$ cat src/sv/dcb_pkg.sv
// Shared constants and types for the DMA descriptor chain builder.
// No dependencies.
package dcb_pkg;

  localparam int unsigned ADDR_W      = 32;
  localparam int unsigned CHUNK_W     = 13;
  localparam int unsigned TOTAL_W     = 20;
  localparam int unsigned CFG_IDX_W   = 2;
  localparam int unsigned MAX_DESC_LG = 6;   // 64 descriptors per chain

  localparam logic [CFG_IDX_W-1:0] REG_CHAIN_BASE = 2'd0;
  localparam logic [CFG_IDX_W-1:0] REG_CHUNK_LEN  = 2'd1;
  localparam logic [CFG_IDX_W-1:0] REG_INC_SRC    = 2'd2;
  localparam logic [CFG_IDX_W-1:0] REG_INC_TRG    = 2'd3;

  localparam logic [ADDR_W-1:0]  STOP_LINK      = 32'h0000_0001;
  localparam logic [ADDR_W-1:0]  DESC_BYTES     = 32'h0000_0010;
  localparam logic [ADDR_W-1:0]  LINK_MASK      = 32'hFFFF_FFF0;
  localparam logic [ADDR_W-1:0]  RST_CHAIN_BASE = 32'h0000_0000;
  localparam logic [CHUNK_W-1:0] RST_CHUNK_LEN  = 13'd4096;

  typedef struct packed {
    logic               last;
    logic [CHUNK_W-1:0] bytes;
    logic [TOTAL_W-1:0] rem_nxt;
    logic [ADDR_W-1:0]  src_nxt;
    logic [ADDR_W-1:0]  trg_nxt;
    logic [ADDR_W-1:0]  link_nxt;
  } dcb_step_t;

endpackage

$ cat src/sv/dcb_chunk_unit.sv
// Shared chunk step: compare/subtract of remaining bytes and address advance.
// Depends on dcb_pkg.
module dcb_chunk_unit (
  input  logic [dcb_pkg::TOTAL_W-1:0] rem,
  input  logic [dcb_pkg::CHUNK_W-1:0] step,
  input  logic [dcb_pkg::ADDR_W-1:0]  src,
  input  logic [dcb_pkg::ADDR_W-1:0]  trg,
  input  logic [dcb_pkg::ADDR_W-1:0]  link,
  input  logic                        inc_src,
  input  logic                        inc_trg,
  output dcb_pkg::dcb_step_t          res
);
  import dcb_pkg::*;

  logic [TOTAL_W-1:0] step_ext;
  logic [ADDR_W-1:0]  step_addr;
  logic               full;

  assign step_ext  = {{(TOTAL_W-CHUNK_W){1'b0}}, step};
  assign step_addr = {{(ADDR_W-CHUNK_W){1'b0}}, step};
  assign full      = rem > step_ext;

  always_comb begin
    res.last     = !full;
    res.bytes    = full ? step : rem[CHUNK_W-1:0];
    res.rem_nxt  = rem - step_ext;
    res.src_nxt  = inc_src ? src + step_addr : src;
    res.trg_nxt  = inc_trg ? trg + step_addr : trg;
    res.link_nxt = link + DESC_BYTES;
  end

endmodule

$ cat src/sv/dma_descriptor_chain_builder.sv
// Top level: request intake, descriptor sequencer and output register.
// Depends on dcb_pkg and dcb_chunk_unit.
//
//   port group  | dir | handshake        | carries
//   cfg_*       | in  | cfg_we           | register index and write data
//   in_*        | in  | in_valid/stall   | source, target, total bytes
//   out_*       | out | out_valid/stall  | one descriptor per transfer
//
// A request is taken by intake, then the sequencer produces one descriptor a
// cycle while out_stall does not hold the output register, using the single
// remaining-bytes subtractor; an error request yields one error descriptor.
// in_stall is high while a chain is being produced.
// Reset is synchronous, active low; only config, state and out_valid are reset.
// out_stall holds the output register; the sequencer waits on it.
module dma_descriptor_chain_builder (
  input  logic                          clk,
  input  logic                          rst_n,
  input  logic                          cfg_we,
  input  logic [dcb_pkg::CFG_IDX_W-1:0] cfg_index,
  input  logic [dcb_pkg::ADDR_W-1:0]    cfg_wdata,
  input  logic                          in_valid,
  output logic                          in_stall,
  input  logic [dcb_pkg::ADDR_W-1:0]    in_source_address,
  input  logic [dcb_pkg::ADDR_W-1:0]    in_target_address,
  input  logic [dcb_pkg::TOTAL_W-1:0]   in_total_bytes,
  output logic                          out_valid,
  input  logic                          out_stall,
  output logic [dcb_pkg::ADDR_W-1:0]    out_next_link,
  output logic [dcb_pkg::ADDR_W-1:0]    out_chunk_source,
  output logic [dcb_pkg::ADDR_W-1:0]    out_chunk_target,
  output logic [dcb_pkg::CHUNK_W-1:0]   out_chunk_bytes,
  output logic                          out_is_last,
  output logic                          out_error_flag
);
  import dcb_pkg::*;

  localparam logic [1:0] ST_IDLE = 2'd0;
  localparam logic [1:0] ST_RUN  = 2'd1;
  localparam logic [1:0] ST_ERR  = 2'd2;

  logic [1:0]          state_r, state_nxt;
  logic [ADDR_W-1:0]   base_r;
  logic [CHUNK_W-1:0]  step_r;
  logic                inc_src_r, inc_trg_r;

  logic [TOTAL_W-1:0]  rem_r, rem_nxt;
  logic [ADDR_W-1:0]   src_r, src_nxt;
  logic [ADDR_W-1:0]   trg_r, trg_nxt;
  logic [ADDR_W-1:0]   link_r, link_nxt;

  logic                out_valid_r, out_valid_nxt;
  logic [ADDR_W-1:0]   out_link_r, out_link_nxt;
  logic [ADDR_W-1:0]   out_src_r, out_src_nxt;
  logic [ADDR_W-1:0]   out_trg_r, out_trg_nxt;
  logic [CHUNK_W-1:0]  out_bytes_r, out_bytes_nxt;
  logic                out_last_r, out_last_nxt;
  logic                out_err_r, out_err_nxt;

  dcb_step_t           step_res;
  logic                in_xfer;
  logic                out_free;
  logic                req_err;
  logic [TOTAL_W-1:0]  max_bytes;

  dcb_chunk_unit u_chunk (
    .rem     (rem_r),
    .step    (step_r),
    .src     (src_r),
    .trg     (trg_r),
    .link    (link_r),
    .inc_src (inc_src_r),
    .inc_trg (inc_trg_r),
    .res     (step_res)
  );

  assign in_stall  = state_r != ST_IDLE;
  assign in_xfer   = in_valid && !in_stall;
  assign out_free  = !out_valid_r || !out_stall;
  assign max_bytes = {{(TOTAL_W-CHUNK_W-MAX_DESC_LG){1'b0}}, step_r, {MAX_DESC_LG{1'b0}}};
  assign req_err   = (in_total_bytes == '0) || (step_r == '0) || (in_total_bytes > max_bytes);

  always_ff @(posedge clk) begin
    if (!rst_n) begin
      base_r    <= RST_CHAIN_BASE;
      step_r    <= RST_CHUNK_LEN;
      inc_src_r <= 1'b1;
      inc_trg_r <= 1'b1;
    end else if (cfg_we) begin
      unique case (cfg_index)
        REG_CHAIN_BASE: base_r    <= cfg_wdata;
        REG_CHUNK_LEN:  step_r    <= cfg_wdata[CHUNK_W-1:0];
        REG_INC_SRC:    inc_src_r <= cfg_wdata[0];
        REG_INC_TRG:    inc_trg_r <= cfg_wdata[0];
        default:        ;
      endcase
    end
  end

  always_comb begin
    state_nxt     = state_r;
    rem_nxt       = rem_r;
    src_nxt       = src_r;
    trg_nxt       = trg_r;
    link_nxt      = link_r;
    out_valid_nxt = out_valid_r && out_stall;
    out_link_nxt  = out_link_r;
    out_src_nxt   = out_src_r;
    out_trg_nxt   = out_trg_r;
    out_bytes_nxt = out_bytes_r;
    out_last_nxt  = out_last_r;
    out_err_nxt   = out_err_r;
    unique case (state_r)
      ST_IDLE: begin
        if (in_xfer) begin
          rem_nxt   = in_total_bytes;
          src_nxt   = in_source_address;
          trg_nxt   = in_target_address;
          link_nxt  = base_r + DESC_BYTES;
          state_nxt = req_err ? ST_ERR : ST_RUN;
        end
      end
      ST_RUN: begin
        if (out_free) begin
          out_valid_nxt = 1'b1;
          out_link_nxt  = step_res.last ? STOP_LINK : (link_r & LINK_MASK);
          out_src_nxt   = src_r;
          out_trg_nxt   = trg_r;
          out_bytes_nxt = step_res.bytes;
          out_last_nxt  = step_res.last;
          out_err_nxt   = 1'b0;
          rem_nxt       = step_res.rem_nxt;
          src_nxt       = step_res.src_nxt;
          trg_nxt       = step_res.trg_nxt;
          link_nxt      = step_res.link_nxt;
          if (step_res.last) begin
            state_nxt = ST_IDLE;
          end
        end
      end
      ST_ERR: begin
        if (out_free) begin
          out_valid_nxt = 1'b1;
          out_link_nxt  = '0;
          out_src_nxt   = '0;
          out_trg_nxt   = '0;
          out_bytes_nxt = '0;
          out_last_nxt  = 1'b1;
          out_err_nxt   = 1'b1;
          state_nxt     = ST_IDLE;
        end
      end
      default: begin
        state_nxt = ST_IDLE;
      end
    endcase
  end

  always_ff @(posedge clk) begin
    if (!rst_n) begin
      state_r     <= ST_IDLE;
      out_valid_r <= 1'b0;
    end else begin
      state_r     <= state_nxt;
      out_valid_r <= out_valid_nxt;
    end
  end

  always_ff @(posedge clk) begin
    rem_r       <= rem_nxt;
    src_r       <= src_nxt;
    trg_r       <= trg_nxt;
    link_r      <= link_nxt;
    out_link_r  <= out_link_nxt;
    out_src_r   <= out_src_nxt;
    out_trg_r   <= out_trg_nxt;
    out_bytes_r <= out_bytes_nxt;
    out_last_r  <= out_last_nxt;
    out_err_r   <= out_err_nxt;
  end

  assign out_valid        = out_valid_r;
  assign out_next_link    = out_link_r;
  assign out_chunk_source = out_src_r;
  assign out_chunk_target = out_trg_r;
  assign out_chunk_bytes  = out_bytes_r;
  assign out_is_last      = out_last_r;
  assign out_error_flag   = out_err_r;

  a_err_is_last: assert property (@(posedge clk) disable iff (!rst_n)
    out_valid_r && out_err_r |-> out_last_r && out_link_r == '0 && out_bytes_r == '0)
    else $error("error result malformed");

  a_last_stop: assert property (@(posedge clk) disable iff (!rst_n)
    out_valid_r && out_last_r && !out_err_r |-> out_link_r == STOP_LINK)
    else $error("last descriptor without stop link");

  a_mid_full: assert property (@(posedge clk) disable iff (!rst_n)
    out_valid_r && !out_last_r |-> out_bytes_r == step_r && out_link_r[3:0] == 4'h0)
    else $error("inner descriptor not a full aligned chunk");

  a_busy_after_take: assert property (@(posedge clk) disable iff (!rst_n)
    in_xfer |=> in_stall)
    else $error("request taken while chain pending");

endmodule
$ cat config.mk
export PLATFORM = sky130hd
export DESIGN_NAME = dma_descriptor_chain_builder
export DESIGN_NICKNAME = d
export VERILOG_FILES = /design/src/sv/dcb_pkg.sv /design/src/sv/dcb_chunk_unit.sv /design/src/sv/dma_descriptor_chain_builder.sv
export SDC_FILE = /design/constraint.sdc
export NUM_CORES = 1
export LEC_CHECK = 0
export BUFFER_PORTS_ARGS = -buffer_cell sky130_fd_sc_hd__buf_4
export CORE_MARGIN = 2
export CORE_UTILIZATION = 45
export DETAILED_ROUTE_END_ITERATION = 10
export GPL_ROUTABILITY_DRIVEN = 1
export PLACE_DENSITY = 0.66
export SYNTH_ARGS = -nofsm -noshare
export SYNTH_HDL_FRONTEND = slang
export SYNTH_HIERARCHICAL = 1
export SYNTH_SLANG_ARGS = --single-unit
$ cat constraint.sdc
create_clock -name clk -period 15 [get_ports clk]
set_input_delay 1.5 -clock clk [delete_from_list [all_inputs] [get_ports clk]]
set_output_delay 1.5 -clock clk [all_outputs]
set_load 0.02 [all_outputs]
# ---- Word-level counts from Yosys, hierarchy flattened
# Cells that the tools add are included.
dict set report totals {
  register_bits 277
  latch_bits 0
  ram_bits 0
  rom_bits 0
  out_inout_bits 113
  wordCells 99
  memories 0
}
dict set report op_classes {
  add_sub_neg 5
  n_mul 0
  n_div 0
  magnitude_cmp 2
  n_eq_ne 11
  shift 0
  mux 39
  bitwise_logic 0
  n_reduce_logical 26
}
# op n
set op_table {}
lappend op_table {{two-way mux 32 bit} 13}
lappend op_table {{one-hot mux 32 bit (2 select lines)} 6}
lappend op_table {{adder 32 x 13 -> 32 bit} 2}
lappend op_table {{adder 32 x 5 -> 32 bit, second input constant} 2}
lappend op_table {{two-way mux 20 bit} 2}
lappend op_table {{one-hot mux 20 bit (2 select lines)} 1}
lappend op_table {{two-way mux 13 bit} 3}
lappend op_table {{one-hot mux 13 bit (2 select lines)} 1}
lappend op_table {{> comparator 20 x 13 -> 1 bit} 1}
lappend op_table {{> comparator 20 x 19 -> 1 bit} 1}
lappend op_table {{zero test 20 bit} 1}
lappend op_table {{subtractor 20 x 13 -> 20 bit} 1}
lappend op_table {{zero test 13 bit} 1}
lappend op_table {{!= test 2 bit, second input constant} 6}
lappend op_table {{AND reduction 4 bit} 3}
lappend op_table {{two-way mux 2 bit} 5}
lappend op_table {{AND reduction 2 bit} 4}
lappend op_table {{equality test 2 bit, second input constant} 3}
lappend op_table {{one-hot mux 2 bit (3 select lines)} 1}
lappend op_table {{AND reduction 3 bit} 2}
lappend op_table {{nonzero test 2 bit} 3}
lappend op_table {{two-way mux 1 bit} 5}
lappend op_table {{equality test 2 x 1 -> 1 bit, second input constant} 2}
lappend op_table {{zero test 1 bit} 4}
lappend op_table {{other kinds (5)} 10}

# ---- Logic depth before layout (Yosys ltp)
dict set report depth {
  depth_word 6
  mapped_depth 13
}

# ---- Cells and area by module
# Netlist, hierarchy kept.
# module n_inst cells_per_inst area_each_um2 seq_area_each_um2
set modules_own_cells {}
lappend modules_own_cells {dma_descriptor_chain_builder 1 884 11736.3 7727.4}
lappend modules_own_cells {dcb_chunk_unit 1 497 3634.7 0.0}

# ---- Worst setup path after synthesis
# Ideal clock, no wire load.
dict set report synth_path {
  path_type {input -> register}
  startpoint {input port out_stall}
  endpoint {register link_r[0], enable pin}
  setup_time_ns 0.802
  arrival_time_ns 10.788
  required_time_ns 14.198
  path_slack_ns 3.410
  cell_stages 1
  n_path_buf 0
  cell_sequence {a311oi_1}
}
dict set report synth_via {
  elab_chain_cells 4
}
# element line
set synth_rtl {}
lappend synth_rtl {{start, declared} dma_descriptor_chain_builder.sv:27} ;# input logic out_stall,
lappend synth_rtl {{zero test 1 bit} dma_descriptor_chain_builder.sv:78} ;# assign out_free = !out_valid_r || !out_stall;
lappend synth_rtl {{logical OR 1 bit} dma_descriptor_chain_builder.sv:78}
lappend synth_rtl {{!= test 2 bit (no line)} --}
lappend synth_rtl {{AND reduction 3 bit (no line)} --}
lappend synth_rtl {{end signal, assigned} dma_descriptor_chain_builder.sv:172} ;# link_r <= link_nxt;
lappend synth_rtl {{end, declared} dma_descriptor_chain_builder.sv:49} ;# logic [ADDR_W-1:0] link_r, link_nxt;
# Every way passes these cells.
# A chain may end at the register's enable or synchronous reset.

# ---- Worst setup path in the final report
dict set report layout_path {
  startpoint {register step_r[10]}
  endpoint {register state_r[1]}
}
dict set report layout_via {
  elab_chain_cells 6
  elab_cells_between_ends 10
  classes_between {2 x order compare; 1 x eq/ne; 3 x mux; 4 x reduce/logical}
}
# element line
set layout_rtl {}
lappend layout_rtl {{start, declared} dma_descriptor_chain_builder.sv:43} ;# logic [CHUNK_W-1:0] step_r;
lappend layout_rtl {{start signal, assigned} dma_descriptor_chain_builder.sv:91} ;# REG_CHUNK_LEN: step_r <= cfg_wdata[CHUNK_W-1:0];
lappend layout_rtl {{branches (longest 6 deep; another with > comparator 20 x 19 -> 1 bit)} --}
lappend layout_rtl {{end signal, assigned} dma_descriptor_chain_builder.sv:163} ;# state_r <= state_nxt;
lappend layout_rtl {{end, declared} dma_descriptor_chain_builder.sv:41} ;# logic [1:0] state_r, state_nxt;
# Parallel ways; which one is timed is not known. The select of a mux whose other input is x is not followed.

==> summary.txt <==
Run status
  • Outcome: finished clean

Floorplan
  • Rows: 66
  • Die area: 0.0349 mm2
  • Initial Util: 46.0%
  • CORE AREA: 0.0327 mm2
  • IO Pins: 236
  • Die Y-Extent: 187 um
  • Die width: 187 um

GRT
  • Grt ovf: 0
  • GRT Total Usage: approximately a fifth
  • Vias in the first global route: 10520
  • Largest net degree at the start of global routing: 82
  • Initial antenna violation count: 1
  • First-pass GRT wire length: 57700 um

Worst setup path
  • Worst Reg2Reg Path Length in Cells: 10
  • Biggest fanout along the worst timing path: 17
  • Crit. End Element: flop
  • Crit start category: flop
  • Req. time, crit path: 15450 ps
  • Reg2reg end: state_r[1]
  • Critical path class: flop to flop
  • R2R Setup Slk: 11560 ps
  • Critical Path AT: approximately 3900 ps
  • Reg-to-reg critical path startpoint: step_r[10]

Hold path
  • Hold Startpoint: base_r[31]
  • WHS Path Cells: 2
  • Worst Hold Class: flop to flop
  • Hold path endpoint: base_r[31]

Detailed routing
  • Final WL: 37300 um
  • Vias per std cell: 5.35
  • Antenna violation net count after detailed routing: 0
  • DR iter-0 viols: approximately 700
  • DR vias: ~11000
  • DRT Pass-1 Iters: 5
  • DR DRC count: 0
  • Wire per inst: 18.3 um

Layout
  • Share of layout cells above drive strength 1: a little over a quarter
  • Most frequent cells in the layout: 240 x buf_4, 220 x edfxtp_1, 171 x nand2_1
  • Design area: 0.0182 mm2
  • Commonest non-fill, non-tap cell in the layout: buf_4
  • Final #Nets: 1752
  • P&R area growth vs syn: 20.9%

STA
  • Relative slew slack: 32.9%
  • RSZ-0062 raised after global routing: false
  • Max Fclk: a little under 300 MHz
  • Hold Vio Cnt, Final: 0
  • Slew Limit Fails: 0
  • Clock skew: approximately 12 ps
  • Post-route minimum period: 3440 ps
  • Period utilisation layout: 23.0%
  • Worst Tran Pin Value: ~1000 ps
  • Final setup fails: 0
  • PnR worst setup slack: between 10000 and 15000 ps
  • Total negative slack: 0 ps

Clocking
  • Worst-path clk slew: 60 ps
  • Post CTS Setup Buffer Count: 0
  • Worst-case clock buffer depth: 3
  • CTS buffer count: 31
  • CTS tree: built
  • Clk Tree Root Cell: clkbuf_16
  • Clock sinks: 266
  • Worst skew pair latency: around 560 ps
  • Gates resized, CTS repair: 0
  • H-tree levels: 1
  • Cts hold-fix bufs: 0

Place
  • Placed cell areas: 0.0172 mm2
  • I/O Buffers: 232
  • DP HPWL: ~26000 um
  • Place WS: 11260 ps
  • GP Congestion: 0.881

Logic synthesis
  • Mapped Area: 0.0150 mm2
  • Synth Instances: 1353
  • Synth warn: 6
  • Syn avg cell area: 11.1 um2

Pwr
  • Net switching power: between 0.6 and 0.7 mW
  • Sequential power share: 45.0%
  • Clock power frac: approximately 32%
  • Maximum vdd drop: 92.9 uV
  • Switching Fraction: 29.6%
  • Combinational share of power: 23.0%
  • Pwr dens: 126 mW/mm2
  • Leakage power: around 6.8 nW
  • Internal power: 1.61 mW

Run
  • Max Cap Viol: 0
-- worst max-delay path by stage --
| stage | end | slack, ps | from | depth (start not counted) |
|---|---|---|---|---|
| 2_1_floorplan | link_r[10] | 3740 | out_stall | 1 |
| 3_3_place_gp | out_is_last | 11350 | step_r[0] | 10 |
| 3_5_place_dp | out_is_last | 11260 | step_r[0] | 10 |
| 4_1_cts | out_is_last | 11220 | step_r[0] | 10 |
| 5_1_grt | out_is_last | 11290 | step_r[0] | 10 |
| 6_report | state_r[1] | 11560 | step_r[10] | 10 |
-- area by class of cell --
class                   instances  area (um2)
fillers                      2865       14500
flip-flops and latches        266        7530
multi-input cells             981        7120
repair buffers                240        1800
clock buffers                  37         798
well taps                     442         553
clock inverters                21         184
inverters                      49         184
diodes                          2        5.00
-- power by group through the flow --
| stage | Clock (mW) | Sequential (mW) | Combinational (mW) |
|---|---|---|---|
| 2_1_floorplan | 0 | 1.09 | 0.295 |
| 3_5_place_dp | 0 | 1.04 | 0.524 |
| 5_1_grt | 0.779 | 1.04 | 0.572 |
| 3_3_place_gp | 0 | 1.04 | 0.518 |
| 4_1_cts | 0.746 | 1.03 | 0.527 |
| 6_report | 0.731 | 1.03 | 0.526 |
-- metal layers --
layer / global-route usage (%) / wire, um
met4: 5.68 / 838
met5: 0 / 0
met2: 34.2 / 17500
met3: 3.84 / 2330
met1: 27.7 / 16600
-- worst max-delay path, stage by stage, from the launching register on --
cell      delay (ps)
dfxtp_1          610
inv_1             90
ha_1             450
nand3_1          150
or4_4            560
a21bo_1          230
a211oi_4         200
buf_4            350
a21oi_1          180
o21a_1           220
o31a_1           280
-- per-stage QoR --
stage               util, %  hold WS, ps  std cells  total power [mW]
floorplan                 -          443       1355              1.39
global placement       52.5          471       1978              1.56
detailed placement     52.5          475       1978              1.57
CTS                    55.6          483       2036              2.30
global route           55.6          491       2037              2.39
finish                 55.6          476       2038              2.29
-- state kept, by name, indices dropped and copies added (netlist names) --
register	flops
base_r	28
inc_src_r	1
inc_trg_r	1
link_r	28
out_chunk_bytes	13
out_chunk_source	32
out_chunk_target	32
out_error_flag	1
out_is_last	1
out_next_link	29
out_valid	1
rem_r	20
src_r	32
state_r	2
step_r	13
trg_r	32
Note: power is estimated with default switching activity, not from simulation.
